`src/hdl/tcbha_pkg.sv`:
```
// ----------------------------------------------------------------------------
// tcbha_pkg
// Shared constants, types and helper functions of the two-class block heap
// allocator: block geometry, owner table sizing, command/status bundles.
// ----------------------------------------------------------------------------
`default_nettype none

package tcbha_pkg;

	localparam int TABLE_DEPTH  = 12;
	localparam int SMALL_BLOCKS = 24;
	localparam int TOTAL_BLOCKS = 40;
	localparam int LARGE_BLOCKS = TOTAL_BLOCKS - SMALL_BLOCKS;

	localparam int ADDR_W  = 32;
	localparam int OWNER_W = 32;
	localparam int SIZE_W  = 16;
	localparam int FREED_W = 4;

	localparam int SMALL_SHIFT = 9;
	localparam int LARGE_SHIFT = 10;
	localparam int SMALL_BYTES = 1 << SMALL_SHIFT;
	localparam int LARGE_BYTES = 1 << LARGE_SHIFT;

	localparam int BLK_W  = $clog2(TOTAL_BLOCKS);
	localparam int SPAN_W = BLK_W + 1;
	localparam int SLOT_W = $clog2(TABLE_DEPTH);
	localparam int CNT_W  = $clog2(LARGE_BLOCKS + 1);
	localparam int NEED_W = SIZE_W - LARGE_SHIFT + 1;

	localparam logic [ADDR_W-1:0] HEAP_BASE_RST = 32'h2000_1000;

	localparam logic FUNC_ALLOC   = 1'b0;
	localparam logic FUNC_RELEASE = 1'b1;

	// controller -> datapath
	typedef struct packed {
		logic start;     // latch a new transaction
		logic a_step;    // one block of the map scan
		logic a_commit;  // claim the found run and write the table
		logic r_find;    // look at one table entry for the release address
		logic r_free;    // free one table entry if it belongs to the victim
		logic out_load;  // move the result into the output register
	} cmd_t;

	// datapath -> controller
	typedef struct packed {
		logic func;
		logic alloc_ok;   // owner nonzero and a table entry is empty
		logic scan_hit;
		logic scan_last;
		logic find_hit;
		logic tbl_last;
		logic out_busy;
	} sts_t;

	function automatic logic [ADDR_W-1:0] blk_addr(input logic [ADDR_W-1:0] base,
			input logic [BLK_W-1:0] idx);
		logic [ADDR_W-1:0] a;
		if (idx < BLK_W'(SMALL_BLOCKS)) begin
			a = base + (ADDR_W'(idx) << SMALL_SHIFT);
		end else begin
			a = base + ADDR_W'(SMALL_BLOCKS * SMALL_BYTES)
				+ (ADDR_W'(idx - BLK_W'(SMALL_BLOCKS)) << LARGE_SHIFT);
		end
		return a;
	endfunction

	// bits lo .. hi-1 set
	function automatic logic [TOTAL_BLOCKS-1:0] range_mask(input logic [BLK_W-1:0] lo,
			input logic [SPAN_W-1:0] hi);
		logic [TOTAL_BLOCKS-1:0] m;
		for (int i = 0; i < TOTAL_BLOCKS; i++) begin
			m[i] = (SPAN_W'(i) >= SPAN_W'(lo)) && (SPAN_W'(i) < hi);
		end
		return m;
	endfunction

endpackage

`default_nettype wire

```
`src/hdl/tcbha_ctrl.sv`:
```
// ----------------------------------------------------------------------------
// tcbha_ctrl
// Sequencer of the allocator: decodes a transaction, steps the block map scan
// or the two owner table walks, and hands the result to the output register.
// ----------------------------------------------------------------------------
`default_nettype none

module tcbha_ctrl
	import tcbha_pkg::*;
(
	input  wire logic clk,
	input  wire logic arst_n,
	input  wire logic in_valid,
	output logic      in_ready,
	input  sts_t      sts,
	output cmd_t      cmd
);

	typedef enum logic [6:0] {
		S_IDLE    = 7'b000_0001,
		S_DECODE  = 7'b000_0010,
		S_ASCAN   = 7'b000_0100,
		S_ACOMMIT = 7'b000_1000,
		S_RFIND   = 7'b001_0000,
		S_RFREE   = 7'b010_0000,
		S_DONE    = 7'b100_0000
	} state_t;

	state_t state_q, state_d;

	always_ff @(posedge clk or negedge arst_n) begin
		if (!arst_n) begin
			state_q <= S_IDLE;
		end else begin
			state_q <= state_d;
		end
	end

	always_comb begin
		state_d  = state_q;
		cmd      = '0;
		in_ready = 1'b0;
		unique case (state_q)
			S_IDLE: begin
				in_ready = 1'b1;
				if (in_valid) begin
					cmd.start = 1'b1;
					state_d   = S_DECODE;
				end
			end
			S_DECODE: begin
				if (sts.func == FUNC_RELEASE) begin
					state_d = S_RFIND;
				end else if (sts.alloc_ok) begin
					state_d = S_ASCAN;
				end else begin
					state_d = S_DONE;
				end
			end
			S_ASCAN: begin
				cmd.a_step = 1'b1;
				if (sts.scan_hit) begin
					state_d = S_ACOMMIT;
				end else if (sts.scan_last) begin
					state_d = S_DONE;
				end
			end
			S_ACOMMIT: begin
				cmd.a_commit = 1'b1;
				state_d      = S_DONE;
			end
			S_RFIND: begin
				cmd.r_find = 1'b1;
				if (sts.find_hit) begin
					state_d = S_RFREE;
				end else if (sts.tbl_last) begin
					state_d = S_DONE;
				end
			end
			S_RFREE: begin
				cmd.r_free = 1'b1;
				if (sts.tbl_last) begin
					state_d = S_DONE;
				end
			end
			S_DONE: begin
				if (!sts.out_busy) begin
					cmd.out_load = 1'b1;
					state_d      = S_IDLE;
				end
			end
			default: begin
				state_d = S_IDLE;
			end
		endcase
	end

endmodule

`default_nettype wire

```
`src/hdl/tcbha_dp.sv`:
```
// ----------------------------------------------------------------------------
// tcbha_dp
// Datapath of the allocator: block map, owner table, heap base register,
// scan counters and the output register.
// ----------------------------------------------------------------------------
`default_nettype none

module tcbha_dp
	import tcbha_pkg::*;
(
	input  wire logic                clk,
	input  wire logic                arst_n,
	input  wire logic                cfg_we,
	input  wire logic [ADDR_W-1:0]   cfg_wdata,
	input  wire logic                func,
	input  wire logic [SIZE_W-1:0]   size_bytes,
	input  wire logic [OWNER_W-1:0]  owner,
	input  wire logic [ADDR_W-1:0]   release_address,
	input  wire logic                out_ready,
	input  cmd_t                     cmd,
	output sts_t                     sts,
	output logic                     out_valid,
	output logic [ADDR_W-1:0]        granted_address,
	output logic                     success,
	output logic [FREED_W-1:0]       entries_released
);

	logic [ADDR_W-1:0]       heap_base_q;
	logic [TOTAL_BLOCKS-1:0] map_q;
	logic [OWNER_W-1:0]      tbl_owner_q [TABLE_DEPTH];
	logic [BLK_W-1:0]        tbl_first_q [TABLE_DEPTH];
	logic [CNT_W-1:0]        tbl_count_q [TABLE_DEPTH];
	logic                    out_valid_q;

	logic                    func_q;
	logic [OWNER_W-1:0]      owner_q;
	logic [ADDR_W-1:0]       addr_q;
	logic [NEED_W-1:0]       need_q;
	logic [NEED_W-1:0]       run_q;
	logic [BLK_W-1:0]        idx_q;
	logic [BLK_W-1:0]        start_q;
	logic [BLK_W-1:0]        end_q;
	logic [SLOT_W-1:0]       k_q;
	logic [OWNER_W-1:0]      victim_q;
	logic [FREED_W-1:0]      freed_q;
	logic [ADDR_W-1:0]       res_addr_q;
	logic                    res_ok_q;
	logic [ADDR_W-1:0]       out_addr_q;
	logic                    out_ok_q;
	logic [FREED_W-1:0]      out_cnt_q;

	logic                    slot_free;
	logic [SLOT_W-1:0]       slot_idx;
	logic [NEED_W-1:0]       run_n;
	logic [NEED_W-1:0]       need_in;
	logic                    scan_hit;
	logic                    find_hit;
	logic                    victim_match;
	logic [TOTAL_BLOCKS-1:0] set_mask;
	logic [TOTAL_BLOCKS-1:0] clr_mask;

	// lowest empty table entry
	always_comb begin
		slot_free = 1'b0;
		slot_idx  = '0;
		for (int k = TABLE_DEPTH - 1; k >= 0; k--) begin
			if (tbl_owner_q[k] == '0) begin
				slot_free = 1'b1;
				slot_idx  = SLOT_W'(k);
			end
		end
	end

	always_comb begin
		if (size_bytes >= SIZE_W'(LARGE_BYTES)) begin
			need_in = NEED_W'(((SIZE_W+1)'(size_bytes) + (SIZE_W+1)'(LARGE_BYTES - 1))
				>> LARGE_SHIFT);
		end else begin
			need_in = NEED_W'(1);
		end
	end

	// a free run of length need_q ends at idx_q
	assign run_n    = map_q[idx_q] ? '0 : run_q + NEED_W'(1);
	assign scan_hit = (run_n == need_q);

	assign find_hit = (tbl_owner_q[k_q] != '0)
		&& (blk_addr(heap_base_q, tbl_first_q[k_q]) == addr_q);
	assign victim_match = (tbl_owner_q[k_q] == victim_q);

	assign set_mask = range_mask(start_q, SPAN_W'(end_q) + SPAN_W'(1));
	assign clr_mask = range_mask(tbl_first_q[k_q],
		SPAN_W'(tbl_first_q[k_q]) + SPAN_W'(tbl_count_q[k_q]));

	always_comb begin
		sts           = '0;
		sts.func      = func_q;
		sts.alloc_ok  = (owner_q != '0) && slot_free;
		sts.scan_hit  = scan_hit;
		sts.scan_last = (idx_q == BLK_W'(TOTAL_BLOCKS - 1));
		sts.find_hit  = find_hit;
		sts.tbl_last  = (k_q == SLOT_W'(TABLE_DEPTH - 1));
		sts.out_busy  = out_valid_q && !out_ready;
	end

	// state with a reset value
	always_ff @(posedge clk or negedge arst_n) begin
		if (!arst_n) begin
			heap_base_q <= HEAP_BASE_RST;
			map_q       <= '0;
			out_valid_q <= 1'b0;
			for (int k = 0; k < TABLE_DEPTH; k++) begin
				tbl_owner_q[k] <= '0;
			end
		end else begin
			if (cfg_we) begin
				heap_base_q <= cfg_wdata;
			end
			if (cmd.a_commit) begin
				map_q                 <= map_q | set_mask;
				tbl_owner_q[slot_idx] <= owner_q;
			end else if (cmd.r_free && victim_match) begin
				map_q            <= map_q & ~clr_mask;
				tbl_owner_q[k_q] <= '0;
			end
			if (cmd.out_load) begin
				out_valid_q <= 1'b1;
			end else if (out_ready) begin
				out_valid_q <= 1'b0;
			end
		end
	end

	always_ff @(posedge clk) begin
		if (cmd.a_commit) begin
			tbl_first_q[slot_idx] <= start_q;
			tbl_count_q[slot_idx] <= CNT_W'(need_q);
		end
	end

	always_ff @(posedge clk) begin
		if (cmd.start) begin
			func_q     <= func;
			owner_q    <= owner;
			addr_q     <= release_address;
			need_q     <= need_in;
			run_q      <= '0;
			idx_q      <= (size_bytes <= SIZE_W'(SMALL_BYTES)) ? '0 : BLK_W'(SMALL_BLOCKS);
			k_q        <= '0;
			freed_q    <= '0;
			res_addr_q <= '0;
			res_ok_q   <= 1'b0;
		end
		if (cmd.a_step) begin
			run_q <= run_n;
			idx_q <= idx_q + BLK_W'(1);
			if (scan_hit) begin
				start_q <= BLK_W'(NEED_W'(idx_q) + NEED_W'(1) - need_q);
				end_q   <= idx_q;
			end
		end
		if (cmd.a_commit) begin
			res_addr_q <= blk_addr(heap_base_q, start_q);
			res_ok_q   <= 1'b1;
		end
		if (cmd.r_find) begin
			if (find_hit) begin
				victim_q <= tbl_owner_q[k_q];
				res_ok_q <= 1'b1;
				k_q      <= '0;
			end else begin
				k_q <= k_q + SLOT_W'(1);
			end
		end
		if (cmd.r_free) begin
			k_q <= k_q + SLOT_W'(1);
			if (victim_match) begin
				freed_q <= freed_q + FREED_W'(1);
			end
		end
		if (cmd.out_load) begin
			out_addr_q <= res_addr_q;
			out_ok_q   <= res_ok_q;
			out_cnt_q  <= freed_q;
		end
	end

	assign out_valid        = out_valid_q;
	assign granted_address  = out_addr_q;
	assign success          = out_ok_q;
	assign entries_released = out_cnt_q;

endmodule

`default_nettype wire

```
`src/hdl/two_class_block_heap_allocator.sv`:
```
// Sequence: allocate passes decode, then unless refused a map scan of one bit per step and
//   a commit on a grant; release walks the 12-entry table once to find, and again on a hit.
// Throughput: one transaction at a time; the next is accepted once the result sits in the
//   output register, even if it has not been taken. A full output register stalls the result.
// Reset: arst_n clears the block map, the owner table and the controller; heap_base
//   returns to 0x20001000.
// ----------------------------------------------------------------------------
// two_class_block_heap_allocator
// Bitmap heap allocator with 24 small and 16 large blocks and an owner table;
// allocate by size, release frees every allocation of the owner found.
// ----------------------------------------------------------------------------
`default_nettype none

module two_class_block_heap_allocator
	import tcbha_pkg::*;
(
	input  wire logic                clk,
	input  wire logic                arst_n,
	input  wire logic                cfg_we,
	input  wire logic [ADDR_W-1:0]   cfg_wdata,
	input  wire logic                in_valid,
	output logic                     in_ready,
	input  wire logic                func,
	input  wire logic [SIZE_W-1:0]   size_bytes,
	input  wire logic [OWNER_W-1:0]  owner,
	input  wire logic [ADDR_W-1:0]   release_address,
	output logic                     out_valid,
	input  wire logic                out_ready,
	output logic [ADDR_W-1:0]        granted_address,
	output logic                     success,
	output logic [FREED_W-1:0]       entries_released
);

	cmd_t cmd;
	sts_t sts;

	tcbha_ctrl u_ctrl (
		.clk      (clk),
		.arst_n   (arst_n),
		.in_valid (in_valid),
		.in_ready (in_ready),
		.sts      (sts),
		.cmd      (cmd)
	);

	tcbha_dp u_dp (
		.clk              (clk),
		.arst_n           (arst_n),
		.cfg_we           (cfg_we),
		.cfg_wdata        (cfg_wdata),
		.func             (func),
		.size_bytes       (size_bytes),
		.owner            (owner),
		.release_address  (release_address),
		.out_ready        (out_ready),
		.cmd              (cmd),
		.sts              (sts),
		.out_valid        (out_valid),
		.granted_address  (granted_address),
		.success          (success),
		.entries_released (entries_released)
	);

`ifndef SYNTH
	a_commit_legal: assert property (@(posedge clk) disable iff (!arst_n)
		cmd.a_commit |-> (sts.alloc_ok && sts.func == FUNC_ALLOC))
		else $error("allocation committed without owner or free table entry");

	a_one_cmd: assert property (@(posedge clk) disable iff (!arst_n)
		$onehot0({cmd.start, cmd.a_step, cmd.a_commit, cmd.r_find, cmd.r_free,
			cmd.out_load}))
		else $error("more than one datapath command in a cycle");

	a_busy_after_accept: assert property (@(posedge clk) disable iff (!arst_n)
		(in_valid && in_ready) |=> !in_ready)
		else $error("new transaction taken while one is in progress");

	a_release_no_addr: assert property (@(posedge clk) disable iff (!arst_n)
		(out_valid && entries_released != '0) |-> (success && granted_address == '0))
		else $error("release result carries an address or lacks success");
`endif

endmodule

`default_nettype wire

```
`config.mk`:
```
export PLATFORM = sky130hd
export DESIGN_NAME = two_class_block_heap_allocator
export DESIGN_NICKNAME = d
export VERILOG_FILES = /design/src/hdl/tcbha_pkg.sv /design/src/hdl/tcbha_ctrl.sv /design/src/hdl/tcbha_dp.sv /design/src/hdl/two_class_block_heap_allocator.sv
export SDC_FILE = /design/constraint.sdc
export NUM_CORES = 2
export LEC_CHECK = 0
export BUFFER_PORTS_ARGS = -buffer_cell sky130_fd_sc_hd__buf_2
export CAP_MARGIN = 20
export CORE_ASPECT_RATIO = 0.8
export CORE_MARGIN = 1
export CORE_UTILIZATION = 45
export CTS_CLUSTER_DIAMETER = 150
export DETAILED_ROUTE_END_ITERATION = 10
export PLACE_DENSITY = 0.61
export SLEW_MARGIN = 20
export SYNTH_ARGS = -nofsm -noshare
export SYNTH_HDL_FRONTEND = slang
export SYNTH_SLANG_ARGS = --single-unit
export TNS_END_PERCENT = 50
```
`constraint.sdc`:
```
create_clock -name clk -period 6.8 [get_ports clk]
set_input_delay 1.36 -clock clk [delete_from_list [all_inputs] [get_ports clk]]
set_output_delay 1.36 -clock clk [all_outputs]
set_load 0.01 [all_outputs]
```
==> flow_metrics.py <==
metrics = {
    "outcome": {
        "status": "complete, no violations",
    },
    "timing": {
        "fin_setup_tns_ns": 0,
        "fmax_mhz": 159.7,
        "worst_pin_slew_ns": 1.142,
        "finalMaxSlewViolations": 0,
        "min_period_over_period": 0.9210,
        "setup_violations": 0,
        "fin_crit_ns": 6.263,
        "slew_headroom": 0.2377,
        "fin_skew_ns": 0.04524,
        "final_hold_viol_count": 0,
        "rsz0062_at_grt": "no",
    },
    "route": {
        "drtAntennaViolNets": 0,
        "vias": 30480,
        "avgRoutedWirePerCell_um": 27.42,
        "drc": 0,
        "post_drt_via_cell_ratio": 6.532,
        "drt_wl_total_mm": 128.0,
        "drt-pass1-iter-count": 5,
        "drt_iter0_drc": 3618,
    },
    "logic_synthesis": {
        "yosysUniqueCellTypes": 83,
        "syn-cell-area_um2": 40310,
        "postSynthCellCount": 3279,
        "syn_nets": 3492,
        "synth.avg_cell_area_um2": 12.29,
        "yosysSeqAreaShare": 0.5414,
        "ys_ff_latch": 807,
        "synth_edf_count": 334,
        "yosysTopAreaCellShare": 0.2862,
        "yosys_warnings": 0,
        "synth_ff_type": "dfrtp_1",
        "ys_async_sr_fraction": 0.5750,
        "synth_area_leaders": "dfrtp_1 (29%), edfxtp_1 (25%), a22o_1 (8.4%)",
        "yosys.area.top_type": "dfrtp_1",
    },
    "clocking": {
        "cts_hold_buf": 0,
        "post_cts_resized": 0,
        "cts-root-buf": "clkbuf_16",
        "max-clock-path-buffers": 3,
        "clkSinkCount": 807,
        "clkSlewWorstSetupHoldPaths_ns": 0.06,
        "cts_setup_buffers": 0,
        "cts_made_buffers": 84,
        "htree_levels": 3,
        "clock_latency_ns": 0.67,
        "cts_tree": "yes",
    },
    "floorplanning": {
        "initial_core_util": 0.4575,
        "rows": 97,
        "core_um2": 88110,
        "dieWidth_um": 336.6,
        "dieArea_um2": 90790,
        "io_pins": 157,
        "die_y_um": 269.7,
    },
    "pwr": {
        "leakagePower_uw": 0.01912,
        "sw_frac_of_total": 0.3765,
        "p_comb_frac": 0.364,
        "seqPwrFrac": 0.342,
        "max-vdd-ir-drop_mv": 0.2020,
        "p_clk_frac": 0.295,
        "switching_power_uw": 6333,
        "p_int_uw": 10490,
        "power_density_nw_per_um2": 367.9,
    },
    "setup_path": {
        "rr_worst_depth": 20,
        "worstPathRequired_ns": 7.10,
        "critPathLaunchType": "flop",
        "r2r_end": "u_dp.victim_q[3]",
        "endpoint_kind": "flop",
        "r2r_slack_ns": 0.54,
        "cp_cell_sequence": "mux4_2, mux2_2, mux2i_1, buf_4, inv_1, ha_1, inv_1, ha_1, inv_1, ha_1, nand2_1, o31a_1, a2111oi_1, o311ai_0, a21oi_1, mux2_2, nand4_1, nand4_1, nor3_4, buf_4",
        "worstPathArrival_ns": 6.56,
        "path_class": "flop to flop",
        "critPathMaxStageDelay_ns": 0.92,
        "worstPathMaxFanout": 32,
        "critPathSlowestCell": "a2111oi_1",
    },
    "final_layout": {
        "design_area_um2": 45730,
        "final_cell_mix": "dfrtp_1 (461), a22o_1 (388), edfxtp_1 (334)",
        "nNetsFinal": 3619,
        "final_common_cell": "dfrtp_1",
        "drive_above_1_share": 0.1789,
        "fillers": 7609,
        "syn_to_final_growth_pct": 13.43,
    },
    "grt": {
        "gr-total-overflow": 0,
        "antenna_found_initial": 0,
        "grt_usage": 0.2809,
        "grt_pass1_wl_mm": 193.9,
        "grt_max_degree": 142,
        "grt_pass1_vias": 30010,
    },
    "placed_design": {
        "port_buffers": 156,
        "hpwl_mm": 88.64,
        "placed_cell_area_um2": 42720,
        "gp_congestion": 0.9798,
    },
    "hold_path": {
        "hold_path_depth": 0,
        "hold_class": "flop to flop",
        "holdPathEnd": "u_dp.granted_address[30]",
        "hp-start": "u_dp.res_addr_q[30]",
    },
    "run": {
        "max_cap_violations": 0,
    },
}
## worst max-delay path: cells and delay by family (launching register included)
kind / cells / cell delay [ns]
and+or+nand+nor: 4 / 0.53
muxes: 4 / 1.36
AOI/OAI and AO/OA: 4 / 1.88
buffers and inverters: 5 / 0.80
DFF: 1 / 0.61
adders and majority gates: 3 / 0.68
## stage by stage
step	util	cells	setup slack, ns	hold slack [ns]	total power [µW]
4_1_cts	0.5185	4664	0.3220	0.4183	16750
5_1_grt	0.5189	4665	0.04073	0.4222	17580
3_5_place_dp	0.4848	4507	0.3749	0.4045	11770
3_3_place_gp	0.4847	4506	0.5846	0.4007	11770
6_report	0.5190	4666	0.5370	0.4170	16820
2_1_floorplan	-	3279	0.4587	0.4003	9812
## kinds of logic after synthesis
kind of cell	after synthesis	synth area share
flip-flops	807	0.5414
adder cells (fa/ha/maj)	95	0.03060
multiplexers	198	0.09333
AND/OR/NAND/NOR	864	0.1070
XOR/XNOR	196	0.04258
buffers and inverters	279	0.02744
AO/OA/AOI/OAI	840	0.1577
## metal layers
layer  routed length, µm  GRT usage
met2               54360     0.3956
met5                 164          0
met1               57730     0.4313
met3               13250    0.07292
met4                2456    0.06232
## cell usage after synthesis (59+ instances only)
master    number
a21oi_1      101
a22o_1       388
clkbuf_1     173
dfrtp_1      461
edfxtp_1     334
ha_1          89
inv_1         59
mux4_2       139
nand2_1      250
nor2_1       181
nor4_1       139
o21ai_0       93
xnor2_1      108
xor2_1        88
## power by group through the flow
stage	Sequential [µW]	Clock [µW]	Combinational, µW
after floorplan	5630	0	4180
after global placement	5850	0	5920
after detailed placement	5840	0	5930
after CTS	5750	5040	5960
after global routing	5780	5240	6570
final	5740	4960	6120
## worst max-delay path by stage
stage | cells past startpoint | start | end
final | 20 | flop | u_dp.victim_q[3]
after global routing | 19 | flop | u_dp.victim_q[3]
after CTS | 20 | flop | u_dp.victim_q[3]
after detailed placement | 20 | flop | u_dp.victim_q[11]
after global placement | 20 | flop | u_dp.victim_q[3]
after floorplan | 18 | flop | u_dp.victim_q[0]
## layout make-up
class	instances	area, µm²	share of cell area
Clock inverter	33	551.8	0.01207
Multi-Input combinational cell	2193	17560	0.3841
Clock buffer	124	2414	0.05278
Tap cell	1188	1486	0.03251
Timing Repair Buffer	259	1654	0.03617
Sequential cell	807	21830	0.4773
Antenna cell	1	2.502	0.00005473
Inverter	61	230.2	0.005035
## state kept, by name, indices dropped and copies added, names as in the netlist, 6 cells and up, named ones only
register and cells:
u_ctrl.state_q 7, u_dp.addr_q 32, u_dp.end_q 6, u_dp.granted_address 32
u_dp.heap_base_q 32, u_dp.idx_q 6, u_dp.map_q 40, u_dp.need_q 7
u_dp.owner_q 32, u_dp.res_addr_q 32, u_dp.run_q 7, u_dp.start_q 6
u_dp.tbl_count_q 60, u_dp.tbl_first_q 72, u_dp.tbl_owner_q 384, u_dp.victim_q 32
No activity file was read; power rests on OpenSTA's default activity.
